==> src/hdl/ssfr_pkg.sv <==
// Package: frame geometry, result type and tdata packing for the sync-sum frame receiver.
`default_nettype none
package ssfr_pkg;

    localparam int unsigned BYTE_W      = 8;
    localparam int unsigned WORD_W      = 32;
    localparam int unsigned FRAME_LEN   = 19;
    localparam int unsigned STORE_LEN   = FRAME_LEN - 2;
    localparam int unsigned CNT_W       = 5;
    localparam int unsigned RES_BITS    = 4 * WORD_W + BYTE_W + 3;
    localparam int unsigned M_TDATA_W   = ((RES_BITS + 7) / 8) * 8;
    localparam logic [BYTE_W-1:0] SYNC_RESET = 8'hAA;

    localparam logic [CNT_W-1:0] CNT_IDLE = CNT_W'(0);
    localparam logic [CNT_W-1:0] CNT_SUM  = CNT_W'(FRAME_LEN - 1);

    localparam int unsigned FLAG_AT_POS = 0;
    localparam int unsigned FLAG_NET_UP = 2;
    localparam int unsigned FLAG_SHOT   = 4;

    typedef logic [BYTE_W-1:0] t_byte;

    typedef struct packed {
        logic        shot_request;
        logic        net_up;
        logic        at_position;
        t_byte       flag_byte;
        logic [WORD_W-1:0] word_d;
        logic [WORD_W-1:0] word_c;
        logic [WORD_W-1:0] word_b;
        logic [WORD_W-1:0] word_a;
    } t_result;

    function automatic logic [M_TDATA_W-1:0] pack_result(input t_result res);
        logic [M_TDATA_W-1:0] d;
        d = '0;
        d[RES_BITS-1:0] = res;
        return d;
    endfunction

endpackage
`default_nettype wire

==> src/hdl/ssfr_frame_asm.sv <==
// Frame assembler: byte count, running sum, byte store and checksum check.
`default_nettype none
module ssfr_frame_asm (
    input  wire                  i_clk,
    input  wire                  i_rst_n,
    input  wire ssfr_pkg::t_byte i_sync_byte,
    input  wire                  i_byte_vld,
    input  wire ssfr_pkg::t_byte i_byte,
    output logic                 o_res_vld,
    output ssfr_pkg::t_result    o_res
);

    logic [ssfr_pkg::CNT_W-1:0] r_count, n_count;
    ssfr_pkg::t_byte            r_sum, n_sum;
    ssfr_pkg::t_byte            r_store [ssfr_pkg::STORE_LEN];
    logic                       store_shift;
    logic                       at_sum_pos;

    assign at_sum_pos = (r_count >= ssfr_pkg::CNT_SUM);

    always_comb begin
        n_count     = r_count;
        n_sum       = r_sum;
        store_shift = 1'b0;
        o_res_vld   = 1'b0;
        if (i_byte_vld) begin
            priority if (r_count == ssfr_pkg::CNT_IDLE) begin
                // hunt for the start byte
                if (i_byte == i_sync_byte) begin
                    n_count = ssfr_pkg::CNT_W'(1);
                    n_sum   = i_byte;
                end
            end else if (!at_sum_pos) begin
                store_shift = 1'b1;
                n_sum       = r_sum + i_byte;
                n_count     = r_count + ssfr_pkg::CNT_W'(1);
            end else begin
                n_count   = ssfr_pkg::CNT_IDLE;
                o_res_vld = (r_sum == i_byte);
            end
        end
    end

    always_ff @(posedge i_clk) begin
        if (!i_rst_n) begin
            r_count <= ssfr_pkg::CNT_IDLE;
            r_sum   <= '0;
        end else begin
            r_count <= n_count;
            r_sum   <= n_sum;
        end
    end

    // Exactly 17 data bytes shift in per frame, so entry 0 ends up holding byte 1.
    always_ff @(posedge i_clk) begin
        if (store_shift) begin
            for (int i = 0; i < ssfr_pkg::STORE_LEN - 1; i++) begin
                r_store[i] <= r_store[i+1];
            end
            r_store[ssfr_pkg::STORE_LEN-1] <= i_byte;
        end
    end

    always_comb begin
        o_res.word_a       = {r_store[3],  r_store[2],  r_store[1],  r_store[0]};
        o_res.word_b       = {r_store[7],  r_store[6],  r_store[5],  r_store[4]};
        o_res.word_c       = {r_store[11], r_store[10], r_store[9],  r_store[8]};
        o_res.word_d       = {r_store[15], r_store[14], r_store[13], r_store[12]};
        o_res.flag_byte    = r_store[16];
        o_res.at_position  = r_store[16][ssfr_pkg::FLAG_AT_POS];
        o_res.net_up       = r_store[16][ssfr_pkg::FLAG_NET_UP];
        o_res.shot_request = r_store[16][ssfr_pkg::FLAG_SHOT];
    end

endmodule
`default_nettype wire

==> src/hdl/ssfr_out_reg.sv <==
// Result register: holds one finished frame until the downstream side takes it.
`default_nettype none
module ssfr_out_reg (
    input  wire                  i_clk,
    input  wire                  i_rst_n,
    input  wire                  i_res_vld,
    input  wire ssfr_pkg::t_result i_res,
    input  wire                  i_take,
    output logic                 o_free,
    output logic                 o_vld,
    output ssfr_pkg::t_result    o_res
);

    logic              r_vld;
    ssfr_pkg::t_result r_res;

    // free when empty or being emptied this cycle
    assign o_free = !r_vld || i_take;

    always_ff @(posedge i_clk) begin
        if (!i_rst_n) begin
            r_vld <= 1'b0;
        end else if (o_free) begin
            r_vld <= i_res_vld;
        end
    end

    always_ff @(posedge i_clk) begin
        if (o_free && i_res_vld) begin
            r_res <= i_res;
        end
    end

    assign o_vld = r_vld;
    assign o_res = r_res;

endmodule
`default_nettype wire

==> src/hdl/sync_sum_frame_receiver_unit.sv <==
// A good frame is registered and appears on the master side in the cycle after its checksum byte.
// Throughput: one received byte per cycle while the result register is free.
// Frames are 19 bytes; at most one request per frame leaves on the master side.
// Reset (synchronous, active low) clears the byte count, the sum and the result
// valid, and sets the sync byte to 0xAA; the byte store is not cleared.
`default_nettype none
module sync_sum_frame_receiver_unit (
    input  wire                            i_clk,
    input  wire                            i_rst_n,
    input  wire                            i_cfg_wr_en,
    input  wire [ssfr_pkg::BYTE_W-1:0]     i_cfg_wr_data,   // sync_byte
    input  wire                            s_axis_tvalid,
    output logic                           s_axis_tready,
    input  wire [ssfr_pkg::BYTE_W-1:0]     s_axis_tdata,    // [7:0] rx_byte
    output logic                           m_axis_tvalid,
    input  wire                            m_axis_tready,
    // [31:0] word_a, [63:32] word_b, [95:64] word_c, [127:96] word_d,
    // [135:128] flag_byte, [136] at_position, [137] net_up, [138] shot_request
    output logic [ssfr_pkg::M_TDATA_W-1:0] m_axis_tdata
);

    ssfr_pkg::t_byte   r_sync;
    logic              byte_acc;
    logic              res_vld;
    ssfr_pkg::t_result res;
    ssfr_pkg::t_result out_res;
    logic              out_free;

    always_ff @(posedge i_clk) begin
        if (!i_rst_n) begin
            r_sync <= ssfr_pkg::SYNC_RESET;
        end else if (i_cfg_wr_en) begin
            r_sync <= i_cfg_wr_data;
        end
    end

    assign s_axis_tready = out_free;
    assign byte_acc      = s_axis_tvalid && s_axis_tready;

    ssfr_frame_asm u_asm (
        .i_clk       (i_clk),
        .i_rst_n     (i_rst_n),
        .i_sync_byte (r_sync),
        .i_byte_vld  (byte_acc),
        .i_byte      (s_axis_tdata),
        .o_res_vld   (res_vld),
        .o_res       (res)
    );

    ssfr_out_reg u_out (
        .i_clk     (i_clk),
        .i_rst_n   (i_rst_n),
        .i_res_vld (res_vld),
        .i_res     (res),
        .i_take    (m_axis_tready),
        .o_free    (out_free),
        .o_vld     (m_axis_tvalid),
        .o_res     (out_res)
    );

    assign m_axis_tdata = ssfr_pkg::pack_result(out_res);

    a_res_needs_byte: assert property (@(posedge i_clk) disable iff (!i_rst_n)
        res_vld |-> byte_acc)
        else $error("result raised without an accepted byte");

    a_new_out_from_input: assert property (@(posedge i_clk) disable iff (!i_rst_n)
        (m_axis_tvalid && !$past(m_axis_tvalid)) |-> $past(byte_acc))
        else $error("result appeared without an accepted byte");

    a_stall_only_when_full: assert property (@(posedge i_clk) disable iff (!i_rst_n)
        !s_axis_tready |-> (m_axis_tvalid && !m_axis_tready))
        else $error("input stalled while result register free");

    a_flag_bits: assert property (@(posedge i_clk) disable iff (!i_rst_n)
        m_axis_tvalid |-> (out_res.net_up == out_res.flag_byte[ssfr_pkg::FLAG_NET_UP]
                           && out_res.shot_request == out_res.flag_byte[ssfr_pkg::FLAG_SHOT]))
        else $error("flag bits disagree with flag byte");

endmodule
`default_nettype wire
==> config.mk <==
export PLATFORM = sky130hd
export DESIGN_NAME = sync_sum_frame_receiver_unit
export DESIGN_NICKNAME = d
export VERILOG_FILES = /design/src/hdl/ssfr_pkg.sv /design/src/hdl/ssfr_frame_asm.sv /design/src/hdl/ssfr_out_reg.sv /design/src/hdl/sync_sum_frame_receiver_unit.sv
export SDC_FILE = /design/constraint.sdc
export NUM_CORES = 1
export LEC_CHECK = 0
export BUFFER_PORTS_ARGS = -buffer_cell sky130_fd_sc_hd__buf_2
export CORE_ASPECT_RATIO = 1.1
export CORE_MARGIN = 1
export CORE_UTILIZATION = 55
export DETAILED_ROUTE_END_ITERATION = 10
export PLACE_DENSITY = 0.77
export SLEW_MARGIN = 20
export SYNTH_ARGS = -nofsm -noshare
export SYNTH_HDL_FRONTEND = slang
export SYNTH_HIERARCHICAL = 1
export SYNTH_SLANG_ARGS = --single-unit
==> constraint.sdc <==
create_clock -name i_clk -period 13.3 [get_ports i_clk]
set_input_delay 0.665 -clock i_clk [delete_from_list [all_inputs] [get_ports i_clk]]
set_output_delay 0.665 -clock i_clk [all_outputs]
set_load 0.1 [all_outputs]
==> out/results.tsv, run 1 <==
metric	value	unit
synth_area_leaders	edfxtp_1, dfxtp_1, ha_1	
rows	50	
antenna_left	0	
synthTopCellsByCount	edfxtp_1, dfxtp_1, nand2_1	
cts_buffer_depth	3	
antenna_found_initial	0	
maxCapViolations	0	
n_antenna_cell	0	
fin_ws	9.79	ns
synth_most_common_cell	edfxtp_1	
vias	4596	
worstHoldPathType	input port to register	
regArea	8700	sq um
numCtsBuffers	27	
pre_cts_slack	9.08	ns
grt-ovfl-total	0	
io-pin-count	167	
rsz0062_at_grt	no	
synthFlopType	edfxtp_1	
required	13.45	ns
core_area	17300	sq um
yosysTopAreaCell	edfxtp_1	
syn-cell-area	9810	sq um
fin_crit	3.51	ns
syn_inst	447	
clk_pin_slew	0.06	ns
postCtsSetupBuffers	0	
die_x	129	microns
synth_area_per_cell	22.0	sq um
drt_iter0_markers	301	
power_leakage	4.19	nW
multi_input_area	1010	sq um
finalHoldViolations	0	
crit_path_end_kind	register	
cts-root-buf	clkbuf_16	
die_h	142	microns
worst_pin_slew	0.756	ns
ys_seq_area_share	88.7	%
n_fill_cell	1143	
synth.top_cell.area_share	84.2	%
powerDensity	151	nW/um^2
crit_type	register to register	
postCtsHoldBufs	0	
vias_per_cell	5.18	
final_nets	666	
fin_crit_sh	26.4	%
r2r_setup_slack	9.79	ns
crit_arrival	3.66	ns
dieArea	18400	sq um
grt_pass1_wl	23800	microns
route.detailed.wl_per_inst	17.7	microns
skew	0.0141	ns
post-dp-hpwl	10100	microns
max_freq	285	MHz
max-vdd-ir-drop	89.6	uV
gp_congestion	0.810	
synth_cell_type_count	53	
synth_async_sr_flop_share	0	%
slew_headroom	49.5	%
globalRouteTotalUtil	17.3	%
clock-sinks	297	
cts_tree	yes	
wl	15700	microns
syn_to_final_growth	20.0	%
insertion_delay	0.52	ns
crit_fanout	53	
io_buffers	161	
synth_edf_count	275	
startpoint_type	register	
route.detailed.drc	0	
status	completed	
ys_seq_elements	297	
setup_tns	0	ns
grt_start_max_net_pins	88	
cts_max_level	1	
drive_above_1_share	34.4	%
yosysWarnings	6	
setup_viol	0	
grt_pass1_vias	4501	
cts_repair_resize_count	0	
dr.pass1.iters	4	
initial_core_util	56.8	%
maxSlewViolCount	0	
==> report_power, final <==
group	total, W	switching, W	internal [W]
logic	0.0000263	0.0000178	0.00000844
registers	0.00101	0.00000227	0.00101
clock network	0.000743	0.000312	0.000431
total	0.00178	0.000332	0.00145
==> sequential cells by signal, indices dropped and copies added, names as in the netlist <==
signal,count
u_asm/r_sum,8
u_asm/r_store,136
u_out/o_res,139
u_asm/r_count,5
r_sync,8
u_out/o_vld,1
==> final cells by class <==
type                    count  area share, %
clock buffers              30           5.83
clock inverters            19           1.51
inverters                   8          0.255
multi-input cells         134           8.60
flip-flops and latches    297           73.9
well taps                 234           2.49
repair buffers            166           7.44
==> routing by layer <==
layer | vias to the layer above | share of wire [%] | track usage, %
li1 | 2120 | - | -
met1 | 2235 | 40 | 21.4
met2 | 202 | 49 | 29.0
met3 | 39 | 8.0 | 4.62
met4 | 0 | 2.9 | 6.63
met5 | - | 0 | 0
==> path summary, 6_finish.rpt <==
kind / to / from / cells past startpoint
worst min-delay path: r_sync[5] / i_cfg_wr_data[5] / 3
worst min register to register: u_out/o_res[5] / u_asm/r_store[0][5] / 0
worst max register to register: u_out/o_res[18] / u_asm/r_sum[5] / 7
worst max-delay path: u_out/o_res[18] / u_asm/r_sum[5] / 7
==> logic make-up (layout without fill, tap and decap cells) <==
group	count (synthesis)	count (layout)	synth area share (%)
compound gates	41	41	3.35
xor+xnor	9	9	0.803
fa+ha+maj	11	11	1.48
buf+inv	20	223	1.24
flops	297	297	88.7
mux	11	11	1.13
other cells	1	5	0.0382
simple gates	57	57	3.30
==> cells in the final DEF (no fill, tap or decap), types with 3 or more instances in the layout <==
cell type	Yosys	final
nor4_1	3	3
clkinv_2	0	11
nand2_1	16	16
nor2_1	11	11
xor2_1	8	8
edfxtp_1	275	275
mux2i_1	10	10
buf_4	8	3
bufinv_16	0	3
ha_1	10	10
inv_1	7	7
a22oi_1	3	3
clkbuf_16	0	27
o21ai_1	4	4
a211oi_2	3	3
conb_1	1	5
a211oi_1	3	3
clkinv_1	1	3
nor2b_1	8	8
o21ai_0	5	5
clkbuf_1	1	3
dfxtp_1	22	22
buf_2	1	161
a21oi_1	6	6
nand3_1	3	3
==> worst max-delay path, stage by stage (launching register included) <==
cell and delay, ns:
dfxtp_1 0.31, ha_1 0.36, nor4_1 0.42, nand2_1 0.10, nor4_1 0.36, and2_4 0.60, buf_16 0.31, buf_4 0.60
==> metrics by stage <==
stage          power (W)  cell area (sq um)  cells  utilization, %  hold WS [ns]
2_1_floorplan    0.00105               9830    451               -         0.400
3_3_place_gp     0.00106              10900    837            62.9         0.401
3_5_place_dp     0.00106              10900    837            62.9         0.405
4_1_cts          0.00180              11700    886            67.9         0.342
5_1_grt          0.00184              11800    888            68.2         0.348
6_report         0.00178              11800    888            68.2         0.360
Power figures use the tool's default switching activity.
==> run 2: changes to the inputs <==
--- a/config.mk
+++ b/config.mk
@@ -8,9 +8,9 @@
 export BUFFER_PORTS_ARGS = -buffer_cell sky130_fd_sc_hd__buf_2
 export CORE_ASPECT_RATIO = 1.1
 export CORE_MARGIN = 1
-export CORE_UTILIZATION = 55
+export CORE_UTILIZATION = 50
 export DETAILED_ROUTE_END_ITERATION = 10
-export PLACE_DENSITY = 0.77
+export PLACE_DENSITY = 0.74
 export SLEW_MARGIN = 20
 export SYNTH_ARGS = -nofsm -noshare
 export SYNTH_HDL_FRONTEND = slang
==> constraint.sdc (replaced) <==
create_clock -name i_clk -period 3.1 [get_ports i_clk]
set_input_delay 0.155 -clock i_clk [delete_from_list [all_inputs] [get_ports i_clk]]
set_output_delay 0.155 -clock i_clk [all_outputs]
set_load 0.1 [all_outputs]
==> run 2 against run 1 <==
Against the previous run:
- sequential cell count stayed put
- die area is 9.8% higher
- clock power grew to 4.1 times the previous value
- highest routed layer unchanged
- critical path depth is 1 higher
==> out/results.tsv, run 2 (synthesis results as in run 1) <==
metric	value	unit
status	completed	
setup_tns	0	ns
worstSetupPathDepth	8	
crit_buf_inv	3	
finalHoldViolations	0	
crit_arrival	2.84	ns
setup_viol	0	
initial_core_util	51.2	%
startpoint_type	input port	
grt_pass1_wl	24500	microns
vias_per_cell	4.99	
dr.pass1.iters	4	
required	3.29	ns
drt_iter0_markers	328	
cts_repair_resize_count	0	
die_h	149	microns
r2r.worst_path.cells	6	
clock-sinks	297	
n_fill_cell	1341	
slowest_stage	dlygate4sd3_1	
max_freq	378	MHz
slew_headroom	50.2	%
numCtsBuffers	27	
crit_path_end_kind	register	
drive_above_1_share	33.0	%
io-pin-count	167	
crit_type	input port to register	
cts-root-buf	clkbuf_16	
wl	16000	microns
postCtsSetupBuffers	0	
fin_total_pwr	0.00748	W
rsz0062_at_grt	no	
mostFrequentLayoutCell	edfxtp_1	
final_nets	688	
worst_pin_slew	0.747	ns
worstHoldPathType	input port to register	
layout.cells.most_common_list	edfxtp_1, buf_2, clkbuf_16	
finish.utilization	62.6	%
die_x	136	microns
rows	53	
route.detailed.wl_per_inst	17.4	microns
maxCapViolations	0	
hold-path-cell-count	3	
cpPeakStageDelay	0.53	ns
n_antenna_cell	0	
postCtsHoldBufs	21	
largest_reg_flops	139	
grt_start_max_net_pins	58	
fin_crit_sh	85.4	%
cts_tree	yes	
globalRouteTotalUtil	15.8	%
antenna_left	0	
dieArea	20200	sq um
core_area	19200	sq um
path_cells	dlygate4sd3_1, buf_2, ha_1, nor4_1, nand2_1, nor4_1, and2_4, buf_12	
io_buffers	161	
cts_max_level	1	
path_delay_family	simple AND/OR/NAND/NOR gates	
syn_to_final_growth	22.2	%
powerDensity	624	nW/um^2
grt_pass1_vias	4571	
crit_fanout	47	
grt-ovfl-total	0	
power_leakage	4.25	nW
route.detailed.drc	0	
clk_pin_slew	0.06	ns
max-vdd-ir-drop	523	uV
cts_buffer_depth	3	
insertion_delay	0.52	ns
gp_congestion	0.832	
maxSlewViolCount	0	
cp_common_cell	nor4_1	
post-dp-hpwl	10200	microns
vias	4600	
fin_crit	2.65	ns
skew	0.0146	ns
antenna_found_initial	0	
[run 2: power by group]
part | total, W | internal (W) | leakage [nW] | switching [W]
registers | 0.00434 | 0.00433 | 2.65 | 0.00000934
logic | 0.000135 | 0.0000547 | 1.20 | 0.0000808
clock network | 0.00301 | 0.00168 | 0.400 | 0.00133
[run 2: cell type report]
| cell class | instances | area, sq um | area share (%) |
|---|---|---|---|
| Sequential cell | 297 | 8700 | 72.6 |
| Timing Repair Buffer | 188 | 1120 | 9.37 |
| Multi-Input combinational cell | 134 | 1010 | 8.46 |
| Clock buffer | 30 | 687 | 5.73 |
| Tap cell | 247 | 309 | 2.58 |
| Clock inverter | 18 | 121 | 1.01 |
| Inverter | 8 | 30.0 | 0.250 |
[run 2: worst min-delay path, stage by stage]
cell	delay (ns)
buf_2	0.07
and2_4	0.18
a211oi_1	0.08
[run 2: metal layers]
metal / wire (microns) / track usage, %
met5: 0 / 0
met4: 318 / 4.61
met3: 1340 / 4.59
met2: 7660 / 25.7
met1: 6680 / 20.8
[run 2: per-stage QoR]
stage	instance area [sq um]	setup WS, ns	hold slack [ns]	cells
after floorplan	9840	0.00419	0.217	451
after global placement	11000	0.479	0.372	853
after detailed placement	11000	0.474	0.377	853
after CTS	12000	0.466	0.0167	922
after global routing	12000	0.328	0.0344	922
final	12000	0.453	0.0299	922
[run 2: final timing paths]
path	slack, ns	endpoint	start
setup / recovery	0.45	u_out/o_res[29]	s_axis_tdata[5]
hold / removal	0.03	u_asm/r_count[4]	s_axis_tvalid
setup reg to reg	0.49	u_out/o_res[29]	u_asm/r_sum[5]
hold reg to reg	0.42	u_out/o_res[2]	u_asm/r_store[0][2]
